--- config.mk ---
export PLATFORM = sky130hd
export DESIGN_NAME = rie_ram
export DESIGN_NICKNAME = d
export VERILOG_FILES = /design/src/sv/rie_pkg.sv /design/src/sv/rie_ram.sv
export SDC_FILE = /design/constraint.sdc
export NUM_CORES = 1
export LEC_CHECK = 0
export BUFFER_PORTS_ARGS = -buffer_cell sky130_fd_sc_hd__buf_2
export CAP_MARGIN = 20
export CELL_PAD_IN_SITES_DETAIL_PLACEMENT = 0
export CELL_PAD_IN_SITES_GLOBAL_PLACEMENT = 1
export CORE_MARGIN = 1.5
export CORE_UTILIZATION = 38
export DETAILED_ROUTE_END_ITERATION = 6
export GPL_ROUTABILITY_DRIVEN = 0
export PLACE_DENSITY = 0.69
export SLEW_MARGIN = 20
export SYNTH_ARGS = -nofsm -noshare
export SYNTH_HDL_FRONTEND = slang
export SYNTH_SLANG_ARGS = --single-unit
--- constraint.sdc ---
create_clock -name clock -period 5.8 [get_ports clock]
set_input_delay 1.16 -clock clock [delete_from_list [all_inputs] [get_ports clock]]
set_output_delay 1.16 -clock clock [all_outputs]
set_load 0.01 [all_outputs]
--- src/sv/rie_pkg.sv ---
// ----------------------------------------------------------------------------
// RISC instruction executor package
// Shared constants, opcodes, fault codes and payload types of the executor.
// ----------------------------------------------------------------------------
package rie_pkg;

   localparam int DATA_W       = 32;
   localparam int OPC_W        = 4;
   localparam int RFIELD_W     = 5;
   localparam int MADDR_OUT_W  = 11;
   localparam int FAULT_W      = 2;
   localparam int DIV_CNT_W    = $clog2(DATA_W);

   localparam int NUM_REGS_DEF  = 32;
   localparam int MEM_WORDS_DEF = 2048;

   // Opcodes.
   localparam logic [OPC_W-1:0] OP_ADD  = 4'd0;
   localparam logic [OPC_W-1:0] OP_ADDI = 4'd1;
   localparam logic [OPC_W-1:0] OP_SUB  = 4'd2;
   localparam logic [OPC_W-1:0] OP_SUBI = 4'd3;
   localparam logic [OPC_W-1:0] OP_MUL  = 4'd4;
   localparam logic [OPC_W-1:0] OP_DIV  = 4'd5;
   localparam logic [OPC_W-1:0] OP_BLT  = 4'd6;
   localparam logic [OPC_W-1:0] OP_BGT  = 4'd7;
   localparam logic [OPC_W-1:0] OP_BEQ  = 4'd8;
   localparam logic [OPC_W-1:0] OP_J    = 4'd9;
   localparam logic [OPC_W-1:0] OP_JR   = 4'd10;
   localparam logic [OPC_W-1:0] OP_JAL  = 4'd11;
   localparam logic [OPC_W-1:0] OP_LW   = 4'd12;
   localparam logic [OPC_W-1:0] OP_SW   = 4'd13;
   localparam logic [OPC_W-1:0] OP_MOV  = 4'd14;
   localparam logic [OPC_W-1:0] OP_MOVI = 4'd15;

   // Fault codes.
   localparam logic [FAULT_W-1:0] FAULT_NONE = 2'd0;
   localparam logic [FAULT_W-1:0] FAULT_DIV0 = 2'd1;
   localparam logic [FAULT_W-1:0] FAULT_ADDR = 2'd2;

   typedef struct packed {
      logic [DATA_W-1:0]        next_pc;
      logic                     reg_write_en;
      logic [RFIELD_W-1:0]      reg_write_idx;
      logic signed [DATA_W-1:0] reg_write_val;
      logic                     mem_write_en;
      logic [MADDR_OUT_W-1:0]   mem_write_addr;
      logic signed [DATA_W-1:0] mem_write_val;
      logic [DATA_W-1:0]        return_addr;
      logic [FAULT_W-1:0]       fault;
   } rsp_payload_type;

   typedef struct packed {
      logic              start;
      logic [DATA_W-1:0] dividend;
      logic [DATA_W-1:0] divisor;
   } div_req_type;

   typedef struct packed {
      logic              done;
      logic [DATA_W-1:0] quotient;
   } div_rsp_type;

endpackage

--- src/sv/rie_ram.sv ---
// ----------------------------------------------------------------------------
// Generic synchronous RAM
// One write port and one read port, read data registered.
// ----------------------------------------------------------------------------
module rie_ram #(
   parameter int WIDTH = rie_pkg::DATA_W,
   parameter int DEPTH = rie_pkg::NUM_REGS_DEF
) (
   input  logic                     clock,
   input  logic                     wr_en,
   input  logic [$clog2(DEPTH)-1:0] wr_addr,
   input  logic [WIDTH-1:0]         wr_data,
   input  logic                     rd_en,
   input  logic [$clog2(DEPTH)-1:0] rd_addr,
   output logic [WIDTH-1:0]         rd_data
);

   logic [WIDTH-1:0] mem_ff [DEPTH];
   logic [WIDTH-1:0] rd_data_ff;

   always_ff @(posedge clock) begin
      if (wr_en) begin
         mem_ff[wr_addr] <= wr_data;
      end
      if (rd_en) begin
         rd_data_ff <= mem_ff[rd_addr];
      end
   end

   assign rd_data = rd_data_ff;

endmodule

==> impl_metrics.toml <==
[sta]
finClkSkew_ns = 0.0252
relSlewSlack = 0.260
fin_tns_setup_ns = 0
holdWs_ns = 0.682
finalHoldViolCount = 0
setup_viol = 0
worst_pin_slew_ns = 1.11
rsz0062_at_grt = "no"
fmax_mhz = 285
post-route-min-period_ns = 3.51
period_share = 0.606
slew_violations = 0

[route]
drc_errors = 0
drtIter0Drc = 2245
first_pass_iters = 5
wl_um = 103000
vias_per_cell = 5.48
post_drt_wl_per_cell_um = 26.7
vias = 21200
drtAntennaViolNets = 0

[pwr]
seq_power_share = 0.540
p_switching_mw = 3.42
sw_frac_of_total = 0.216
p_int_mw = 12.5
p_clk_frac = 0.409
peakVddDrop_v = 0.000217
p_comb_frac = 0.052
leakage_nw = 16.0
power_density_mw_per_mm2 = 340

[critical_path]
cpPeakStageDelay_ns = 0.84
reg2reg_from = "mem_ff[3][15]$_DFFE_PP_"
crit_arrival_ns = 3.89
cp.required_ns = 6.18
path_class = "in -> reg"
crit_path_start_kind = "input port"
path_cells = "buf_2 > nor2_4 > buf_4 > a22o_1 > nor3_1 > a31oi_1 > nand3_1"
critPathLaunch = "rd_addr[1]"
crit_fanout = 38
crit_path_top_delay_cell = "nor2_4"
crit_path_end_kind = "flip-flop"

[global_route]
grt_pass1_wl_um = 149000
use_met1 = 0.258
grt_pass1_vias = 21300
grt_use_met2 = 0.302
antenna_found_initial = 13
grt_max_degree = 102
grt_overflow_total = 0
track_usage = 0.189
met3_usage = 0.0401
grt_busiest_layer = "met2"

[synthesis]
synth_top_family_by_area = "multiplexers"
yosysWarnings = 0
ys_types = 24
synth_mux_area_frac = 0.126
netlist_instances = 2260
synth_nets = 2305
avgSynthCellArea_sq_um = 18.1
synth-simple-area-share = 0.0308
synth_xor_area_frac = 0
synth-seq-cells = 1056
syn_area_sq_mm = 0.0408
synth_compound_area_frac = 0.0481
yosysSeqAreaShare = 0.777
synth_fa_ha_area_frac = 0

[cts]
cts_tree = "yes"
postCtsHoldBufs = 0
clockRootBuffer = "clkbuf_16"
cts_sinks = 1056
cts_max_level = 3
clock_latency_ns = 0.69
cts_buffers = 103
postCtsSetupBuffers = 0
cts.path.max_buffers = 3
cts.reportedPaths.clkPinSlew_ns = 0.06
cts_resized = 0

[layout]
fin_cells = 3867
nNetsFinal = 2422
drive_gt1_frac = 0.131
final_common_cell = "edfxtp_1"
layout_common_cells = "1,056 x edfxtp_1, 512 x mux2i_1, 104 x clkbuf_16, 98 x nand3_1, 97 x nand2_1"
area_delta_synth_final_pct = 14.5

[placed_design]
port_buffers = 76
dp_hpwl_um = 60600
dp_cells = 3675

[floorplan]
io_pins = 77
die_w_um = 331
std_cell_rows = 120
floorplan.die_area_sq_mm = 0.109
core_area_sq_mm = 0.107
dieHeight_um = 331
start_util = 0.382

[min_path]
min_from = "mem_ff[26][9]$_DFFE_PP_"
min_path_type = "reg -> reg"

[run_status]
status = "complete, no violations"

[job]
drv_cap = 0
-- final timing paths --
kind                            to  slack [ns]  cells after the start
max          rd_data[18]$_DFFE_PP_        2.29                      7
min           rd_data[9]$_DFFE_PP_        0.68                      4
max reg2reg  rd_data[15]$_DFFE_PP_        3.81                      5
min reg2reg   rd_data[9]$_DFFE_PP_        0.68                      4
-- stage by stage --
step | setup WS, ns | util | power [mW] | cell area (sq um)
after floorplan | 2.21 | - | 9.15 | 40800
final | 2.29 | 0.438 | 15.9 | 46700
after detailed placement | 1.59 | 0.407 | 9.55 | 43500
after global placement | 1.58 | 0.401 | 9.52 | 42800
after global routing | 2.18 | 0.438 | 16.3 | 46700
after CTS | 2.31 | 0.438 | 16.0 | 46700
-- power by group through the flow --
stage,clock [mW],sequential (mW),combinational [mW]
after floorplan,0,8.71,0.439
after global placement,0,8.72,0.799
after detailed placement,0,8.73,0.820
after CTS,6.57,8.57,0.821
after global routing,6.86,8.57,0.875
final,6.49,8.56,0.818
-- per-layer routing --
metal	wire length, um	share of wire	up-vias
li1	-	-	9260
met3	7980	0.077	185
met2	49000	0.47	763
met1	43400	0.42	11000
met4	2910	0.028	10
met5	61	0.00059	-
-- synth_stat cells --
master / count / area share
nand2b_1: 2 / 0.00031
buf_6: 15 / 0.0041
nand3_1: 98 / 0.012
buf_1: 5 / 0.00046
mux2i_1: 512 / 0.13
nor2b_1: 1 / 0.00015
or3b_2: 3 / 0.00064
a31oi_1: 32 / 0.0049
nor2_1: 34 / 0.0031
a22oi_1: 96 / 0.018
and2b_1: 1 / 0.00018
edfxtp_1: 1056 / 0.78
or2_2: 1 / 0.00015
clkbuf_4: 2 / 0.00037
a22o_1: 64 / 0.014
and2_1: 1 / 0.00015
nand2_1: 98 / 0.0090
buf_4: 33 / 0.0061
nor3_1: 32 / 0.0039
clkbuf_1: 46 / 0.0042
buf_2: 26 / 0.0032
a21oi_1: 96 / 0.012
or3_1: 1 / 0.00015
nand3b_1: 5 / 0.00092
-- registers in the layout, summed over array words and instances (netlist names) --
register,cells
rd_data,32
mem_ff,1024
-- kinds of logic after synthesis --
group,Yosys count
mux,512
compound gates,288
simple gates,277
buf+inv,127
flops,1056
-- critical path, delay by kind of cell --
family	cells	cell delay, ns
buf+inv	2	0.78
simple gates	3	1.04
compound gates	2	0.89
-- final cells by class --
cell class / count / area (sq um)
Multi-Input combinational cell: 1077 / 8610
Tap cell: 1403 / 1760
Antenna cell: 4 / 10.0
Timing Repair Buffer: 139 / 1400
Clock buffer: 123 / 2670
Sequential cell: 1056 / 31700
Clock inverter: 65 / 574
Fill cell: 9076 / 60000
(Power assumes the default switching activity.)
