**src/sv/rie_pkg.sv**
```systemverilog
// ----------------------------------------------------------------------------
// RISC instruction executor package
// Shared constants, opcodes, fault codes and payload types of the executor.
// ----------------------------------------------------------------------------
package rie_pkg;

   localparam int DATA_W       = 32;
   localparam int OPC_W        = 4;
   localparam int RFIELD_W     = 5;
   localparam int MADDR_OUT_W  = 11;
   localparam int FAULT_W      = 2;
   localparam int DIV_CNT_W    = $clog2(DATA_W);

   localparam int NUM_REGS_DEF  = 32;
   localparam int MEM_WORDS_DEF = 2048;

   // Opcodes.
   localparam logic [OPC_W-1:0] OP_ADD  = 4'd0;
   localparam logic [OPC_W-1:0] OP_ADDI = 4'd1;
   localparam logic [OPC_W-1:0] OP_SUB  = 4'd2;
   localparam logic [OPC_W-1:0] OP_SUBI = 4'd3;
   localparam logic [OPC_W-1:0] OP_MUL  = 4'd4;
   localparam logic [OPC_W-1:0] OP_DIV  = 4'd5;
   localparam logic [OPC_W-1:0] OP_BLT  = 4'd6;
   localparam logic [OPC_W-1:0] OP_BGT  = 4'd7;
   localparam logic [OPC_W-1:0] OP_BEQ  = 4'd8;
   localparam logic [OPC_W-1:0] OP_J    = 4'd9;
   localparam logic [OPC_W-1:0] OP_JR   = 4'd10;
   localparam logic [OPC_W-1:0] OP_JAL  = 4'd11;
   localparam logic [OPC_W-1:0] OP_LW   = 4'd12;
   localparam logic [OPC_W-1:0] OP_SW   = 4'd13;
   localparam logic [OPC_W-1:0] OP_MOV  = 4'd14;
   localparam logic [OPC_W-1:0] OP_MOVI = 4'd15;

   // Fault codes.
   localparam logic [FAULT_W-1:0] FAULT_NONE = 2'd0;
   localparam logic [FAULT_W-1:0] FAULT_DIV0 = 2'd1;
   localparam logic [FAULT_W-1:0] FAULT_ADDR = 2'd2;

   typedef struct packed {
      logic [DATA_W-1:0]        next_pc;
      logic                     reg_write_en;
      logic [RFIELD_W-1:0]      reg_write_idx;
      logic signed [DATA_W-1:0] reg_write_val;
      logic                     mem_write_en;
      logic [MADDR_OUT_W-1:0]   mem_write_addr;
      logic signed [DATA_W-1:0] mem_write_val;
      logic [DATA_W-1:0]        return_addr;
      logic [FAULT_W-1:0]       fault;
   } rsp_payload_type;

   typedef struct packed {
      logic              start;
      logic [DATA_W-1:0] dividend;
      logic [DATA_W-1:0] divisor;
   } div_req_type;

   typedef struct packed {
      logic              done;
      logic [DATA_W-1:0] quotient;
   } div_rsp_type;

endpackage

```
**src/sv/rie_div.sv**
```systemverilog
// ----------------------------------------------------------------------------
// Iterative signed divider
// Restoring radix-2 divide on magnitudes, one quotient bit per cycle,
// quotient truncated toward zero.
// ----------------------------------------------------------------------------
module rie_div (
   input  logic                 clock,
   input  logic                 reset,
   input  rie_pkg::div_req_type div_req,
   output rie_pkg::div_rsp_type div_rsp
);

   localparam int W = rie_pkg::DATA_W;

   logic                            busy_ff, busy_in;
   logic                            done_ff, done_in;
   logic                            neg_ff, neg_in;
   logic [W-1:0]                    dsr_ff, dsr_in;
   logic [W-1:0]                    rem_ff, rem_in;
   logic [W-1:0]                    quo_ff, quo_in;
   logic [rie_pkg::DIV_CNT_W-1:0]   cnt_ff, cnt_in;
   logic [W:0]                      trial;

   // Shift in the next dividend bit and try to subtract the divisor.
   assign trial = {rem_ff, quo_ff[W-1]} - {1'b0, dsr_ff};

   always_comb begin
      busy_in = busy_ff;
      done_in = done_ff;
      neg_in  = neg_ff;
      dsr_in  = dsr_ff;
      rem_in  = rem_ff;
      quo_in  = quo_ff;
      cnt_in  = cnt_ff;
      if (div_req.start) begin
         busy_in = 1'b1;
         done_in = 1'b0;
         neg_in  = div_req.dividend[W-1] ^ div_req.divisor[W-1];
         quo_in  = div_req.dividend[W-1] ? (W'(0) - div_req.dividend) : div_req.dividend;
         dsr_in  = div_req.divisor[W-1] ? (W'(0) - div_req.divisor) : div_req.divisor;
         rem_in  = '0;
         cnt_in  = '0;
      end else if (busy_ff) begin
         if (!trial[W]) begin
            rem_in = trial[W-1:0];
            quo_in = {quo_ff[W-2:0], 1'b1};
         end else begin
            rem_in = {rem_ff[W-2:0], quo_ff[W-1]};
            quo_in = {quo_ff[W-2:0], 1'b0};
         end
         cnt_in = cnt_ff + 1'b1;
         if (cnt_ff == rie_pkg::DIV_CNT_W'(W - 1)) begin
            busy_in = 1'b0;
            done_in = 1'b1;
         end
      end
   end

   always_ff @(posedge clock) begin
      if (reset) begin
         busy_ff <= 1'b0;
         done_ff <= 1'b0;
      end else begin
         busy_ff <= busy_in;
         done_ff <= done_in;
      end
      neg_ff <= neg_in;
      dsr_ff <= dsr_in;
      rem_ff <= rem_in;
      quo_ff <= quo_in;
      cnt_ff <= cnt_in;
   end

   assign div_rsp.done     = done_ff;
   assign div_rsp.quotient = neg_ff ? (W'(0) - quo_ff) : quo_ff;

endmodule
```
**config.mk**
```make
export PLATFORM = sky130hd
export DESIGN_NAME = rie_div
export DESIGN_NICKNAME = d
export VERILOG_FILES = /design/src/sv/rie_pkg.sv /design/src/sv/rie_div.sv
export SDC_FILE = /design/constraint.sdc
export NUM_CORES = 1
export LEC_CHECK = 0
export BUFFER_PORTS_ARGS = -buffer_cell sky130_fd_sc_hd__buf_2
export CAP_MARGIN = 20
export CORE_MARGIN = 4
export CORE_UTILIZATION = 36
export DETAILED_ROUTE_END_ITERATION = 10
export SETUP_SLACK_MARGIN = 0.02
export SYNTH_ARGS = -nofsm -noshare
export SYNTH_HDL_FRONTEND = slang
export SYNTH_SLANG_ARGS = --single-unit
```
**constraint.sdc**
```tcl
create_clock -name clock -period 4.15 [get_ports clock]
set_input_delay 0 -clock clock [delete_from_list [all_inputs] [get_ports clock]]
set_output_delay 0 -clock clock [all_outputs]
set_load 0.1 [all_outputs]
```
==> report_table.html <==
<table>
<tr><th>Metric</th><th>Value</th></tr>
<tr><th colspan="2">Global routing</th></tr>
<tr><td>First-pass GRT wire length</td><td>31.4 mm</td></tr>
<tr><td>Antenna violations before repair</td><td>0</td></tr>
<tr><td>Number of global-route vias before repair</td><td>6,269</td></tr>
<tr><td>Pin count of the biggest net entering global routing</td><td>74</td></tr>
<tr><td>Global router's overall resource usage</td><td>0.158</td></tr>
<tr><td>Congestion Overflow GR</td><td>0</td></tr>
<tr><th colspan="2">Synthesis</th></tr>
<tr><td>Register bit total from synthesis</td><td>approximately 100</td></tr>
<tr><td>Async set-or-reset flop fraction in the synthesized netlist</td><td>0</td></tr>
<tr><td>Instance count of the mapped netlist</td><td>roughly 890</td></tr>
<tr><td>Area leader, netlist</td><td>sky130_fd_sc_hd__edfxtp_1</td></tr>
<tr><td>Synthesized area</td><td>about 7700 µm²</td></tr>
<tr><td>Proportion of netlist area held by the largest area contributor</td><td>0.253</td></tr>
<tr><td>Number of enable flip-flop cells after synthesis</td><td>65</td></tr>
<tr><td>Synth Warn #</td><td>0</td></tr>
<tr><td>Mean instance size in the synthesized netlist</td><td>8.71 µm²</td></tr>
<tr><td>Cell types with the largest area share after synthesis</td><td>sky130_fd_sc_hd__edfxtp_1, sky130_fd_sc_hd__dfxtp_1, sky130_fd_sc_hd__xnor2_1</td></tr>
<tr><td>Post-synth net total</td><td>991</td></tr>
<tr><td>Distinct cell type count of the synthesized netlist</td><td>64</td></tr>
<tr><td>Post-synth top flop</td><td>sky130_fd_sc_hd__edfxtp_1</td></tr>
<tr><td>Share of synthesized area occupied by flip-flops and latches</td><td>0.354</td></tr>
<tr><th colspan="2">Detailed routing</th></tr>
<tr><td>Total wire length</td><td>18.9 mm</td></tr>
<tr><td>Total DRC errors in the routed layout</td><td>0</td></tr>
<tr><td>Average vias per placed instance</td><td>5.26</td></tr>
<tr><td>Drt initial violations</td><td>350</td></tr>
<tr><td>Pre-Repair DR Iteration Count</td><td>5</td></tr>
<tr><td>Count of antenna-violating nets left after detailed routing</td><td>0</td></tr>
<tr><td>Detailed-route via count</td><td>~6.7k</td></tr>
<tr><td>Mean routed wirelength per cell</td><td>14.9 µm</td></tr>
<tr><th colspan="2">Critical path</th></tr>
<tr><td>Worst r2r dst</td><td>rem_ff[20]</td></tr>
<tr><td>Crit path to</td><td>div_rsp[31]</td></tr>
<tr><td>Crit path depth</td><td>7</td></tr>
<tr><td>Ordered cell list for the critical path</td><td>or4_1 -&gt; or4_1 -&gt; or4_1 -&gt; or3_1 -&gt; o31ai_1 -&gt; xnor2_1 -&gt; buf_2</td></tr>
<tr><td>Kind of end point of the critical path</td><td>output port</td></tr>
<tr><td>Worst R2R Setup Slack</td><td>0.58 ns</td></tr>
<tr><td>Worst setup path category</td><td>reg2out</td></tr>
<tr><td>Arrival time at the worst endpoint</td><td>3.86 ns</td></tr>
<tr><td>WP buf/inv</td><td>1</td></tr>
<tr><td>Maximum fanout encountered on the critical timing path</td><td>5</td></tr>
<tr><td>Longest individual stage delay on the worst path</td><td>0.59 ns</td></tr>
<tr><td>Cell family with the largest share of critical-path delay</td><td>simple AND/OR/NAND/NOR gates</td></tr>
<tr><td>Path depth of the worst reg2reg path</td><td>13</td></tr>
<tr><td>Critical path startpoint category</td><td>flip-flop</td></tr>
<tr><td>Worst EP required</td><td>just over 4 ns</td></tr>
<tr><td>Startpoint of the worst-slack reg-to-reg timing path</td><td>quo_ff[31]</td></tr>
<tr><td>Most used cell along the critical path</td><td>sky130_fd_sc_hd__or4_1</td></tr>
<tr><td>Critical path origin</td><td>quo_ff[9]</td></tr>
<tr><td>CP max stage cell</td><td>sky130_fd_sc_hd__or4_1</td></tr>
<tr><th colspan="2">Final layout</th></tr>
<tr><td>Area added between synthesis and finish</td><td>17.6%</td></tr>
<tr><td>Antenna Diode Count</td><td>0</td></tr>
<tr><td>Summed area of non-filler cells in the final layout</td><td>about 9100 µm²</td></tr>
<tr><td>Utilization of the core after routing</td><td>0.432</td></tr>
<tr><td>Net count reported at finish</td><td>about 1.1k</td></tr>
<tr><td>Layout cells sized above 1</td><td>0.140</td></tr>
<tr><td>Count of placed standard cells in the final layout, fillers left out</td><td>1,270</td></tr>
<tr><th colspan="2">Place</th></tr>
<tr><td>Dpl cell area</td><td>between 8000 and 9000 µm²</td></tr>
<tr><td>Half-perimeter wire length of the detailed placement result</td><td>about 14 mm</td></tr>
<tr><td>Setup slack after placement</td><td>about 0.56 ns</td></tr>
<tr><td>Number of port buffers</td><td>99</td></tr>
<tr><td>Placer congestion estimate</td><td>0.845</td></tr>
<tr><td>Post-placement cell count</td><td>approximately 1.2k</td></tr>
<tr><th colspan="2">Pwr</th></tr>
<tr><td>Leakage component of the power</td><td>3.65 nW</td></tr>
<tr><td>Power density over cell area</td><td>slightly below 400 nW/µm²</td></tr>
<tr><td>Max VDD drop</td><td>around 0.00024 V</td></tr>
<tr><td>Total power of the final layout</td><td>3.59 mW</td></tr>
<tr><th colspan="2">Flow run</th></tr>
<tr><td>Max-capacitance violation count</td><td>0</td></tr>
<tr><th colspan="2">STA</th></tr>
<tr><td>Top achievable clock speed</td><td>0.259 GHz</td></tr>
<tr><td>Final-report max-slew violation count</td><td>0</td></tr>
<tr><td>Transition at the pin with the smallest max-transition slack</td><td>between 0.8 and 0.9 ns</td></tr>
<tr><td>Number of hold violations in the final report</td><td>0</td></tr>
<tr><td>Share of the clock period used by the worst path</td><td>0.931</td></tr>
<tr><td>Final setup fails</td><td>0</td></tr>
<tr><td>Final hold slack</td><td>just over 0.007 ns</td></tr>
<tr><td>Skew final</td><td>0.00684 ns</td></tr>
<tr><td>Final critical-path setup slack</td><td>0.286 ns</td></tr>
<tr><td>RSZ-0062 raised after global routing</td><td>false</td></tr>
<tr><td>Relative max-transition margin</td><td>0.415</td></tr>
<tr><td>Post-layout min period</td><td>3.86 ns</td></tr>
<tr><td>Aggregate negative setup slack</td><td>0 ns</td></tr>
<tr><th colspan="2">Clocking</th></tr>
<tr><td>Number of buffers created by CTS</td><td>9</td></tr>
<tr><td>CTS H-Tree Depth</td><td>3</td></tr>
<tr><td>Clock Path Buffers</td><td>2</td></tr>
<tr><td>CTS Root Buffer Type</td><td>sky130_fd_sc_hd__clkbuf_16</td></tr>
<tr><td>Clock-pin slew on the worst setup and hold paths</td><td>0.07 ns</td></tr>
<tr><td>Number of setup buffers added after CTS</td><td>0</td></tr>
<tr><td>Number of sinks handled by clock tree synthesis</td><td>104</td></tr>
<tr><td>Clock latency on the worst-skew pair</td><td>about 0.35 ns</td></tr>
<tr><td>Clock tree from TritonCTS</td><td>built</td></tr>
<tr><td>Total of cells resized after clock tree synthesis</td><td>0</td></tr>
<tr><th colspan="2">Die</th></tr>
<tr><td>Core area</td><td>between 20,000 and 25,000 µm²</td></tr>
<tr><td>I/O pins</td><td>100</td></tr>
<tr><td>Initial core utilization</td><td>0.367</td></tr>
<tr><td>Overall die width</td><td>154 µm</td></tr>
<tr><td>Number of standard-cell rows in the floorplan</td><td>53</td></tr>
<tr><td>Die Footprint</td><td>approximately 24,000 µm²</td></tr>
<tr><td>Vertical die dimension</td><td>154 µm</td></tr>
<tr><th colspan="2">Outcome</th></tr>
<tr><td>Outcome</td><td>complete, no violations</td></tr>
<tr><th colspan="2">Worst hold path</th></tr>
<tr><td>Hold Crit Class</td><td>in2reg</td></tr>
</table>
-- Yosys cell counts (all sizes together) (3+ instances only) --
cell type   n
a21o       21
a21oi      65
a311oi     19
a31o        5
a31oi       5
and2        3
and3        9
buf         6
clkbuf     33
dfxtp      39
edfxtp     65
ha         37
inv        48
mux2i       8
nand2      90
nand2b     14
nand3       9
nand3b      3
nand4       5
nor2       76
nor2b       6
nor3        4
nor3b       5
nor4        6
o21ai      60
o21bai      3
o31ai      31
o41ai      10
or2         5
or3        20
or4        22
xnor2      75
xor2       44
-- cells in the final DEF (no fill, tap or decap), drive strengths merged, types with 22 or more instances in the layout --
master	instances
xor2	44
ha	37
nand2	90
a21oi	65
edfxtp	65
dlygate4sd3	26
xnor2	75
nor2	76
or4	22
buf	106
dfxtp	39
o31ai	31
o21ai	60
inv	48
-- worst min-delay path by stage --
| stage | start | endpoint | slack (ns) | depth (start not counted) |
|---|---|---|---|---|
| after CTS | div_req[28] | dsr_ff[28] | 0.007 | 2 |
| after detailed placement | reset | busy_ff | 0.18 | 2 |
| after floorplan | reset | busy_ff | 0.07 | 1 |
| after global routing | div_req[28] | dsr_ff[28] | 0.03 | 2 |
| final | div_req[25] | dsr_ff[25] | 0.007 | 2 |
| after global placement | reset | busy_ff | 0.17 | 2 |
-- per-layer routing --
layer,GRT usage,wire [µm]
met2,0.249,8190
met4,0.0446,299
met3,0.0210,924
met1,0.228,9540
met5,0,0
-- timing repair --
item | 4_1_cts | 5_1_grt
hold buffers | 26 | 0
hold endpoints to repair | 28 | 0
endpoints found under the setup margin | 0 | 0
-- final cells by class --
class / count / area, µm²
Clock buffer: 13 / 283
Clock inverter: 3 / 46.3
Fill cell: 2131 / 11900
Inverter: 49 / 184
Multi-Input combinational cell: 694 / 4660
Sequential cell: 104 / 2730
Tap cell: 275 / 344
Timing Repair Buffer: 132 / 823
-- flip-flops by register name, summed over array words and instances (netlist names) --
name     cells
done_ff      1
rem_ff      32
dsr_ff      32
cnt_ff       5
quo_ff      32
neg_ff       1
busy_ff      1
-- where the power goes --
part | leakage [nW] | switching [mW] | internal (mW)
clock | 0.156 | 0.387 | 0.543
combinational | 2.54 | 0.967 | 0.390
sequential | 0.958 | 0.0907 | 1.21
-- worst register-to-register path, stage by stage, from the launching register on --
cell	delay, ns
sky130_fd_sc_hd__edfxtp_1	0.44
sky130_fd_sc_hd__inv_1	0.09
sky130_fd_sc_hd__ha_1	0.18
sky130_fd_sc_hd__fa_1	0.21
sky130_fd_sc_hd__nor2b_1	0.07
sky130_fd_sc_hd__o31ai_1	0.37
sky130_fd_sc_hd__a41oi_1	0.23
sky130_fd_sc_hd__o21ai_0	0.41
sky130_fd_sc_hd__o41ai_1	0.14
sky130_fd_sc_hd__buf_4	0.17
sky130_fd_sc_hd__xnor2_2	0.48
sky130_fd_sc_hd__buf_4	0.33
sky130_fd_sc_hd__nand2_1	0.08
sky130_fd_sc_hd__a311oi_1	0.27
-- logic make-up after synthesis --
logic type      synth area share
buf+inv                   0.0439
flops                      0.354
fa+ha+maj                 0.0626
mux                       0.0133
simple gates               0.183
compound gates             0.208
xor+xnor                   0.135
(Power assumes the default switching activity.)
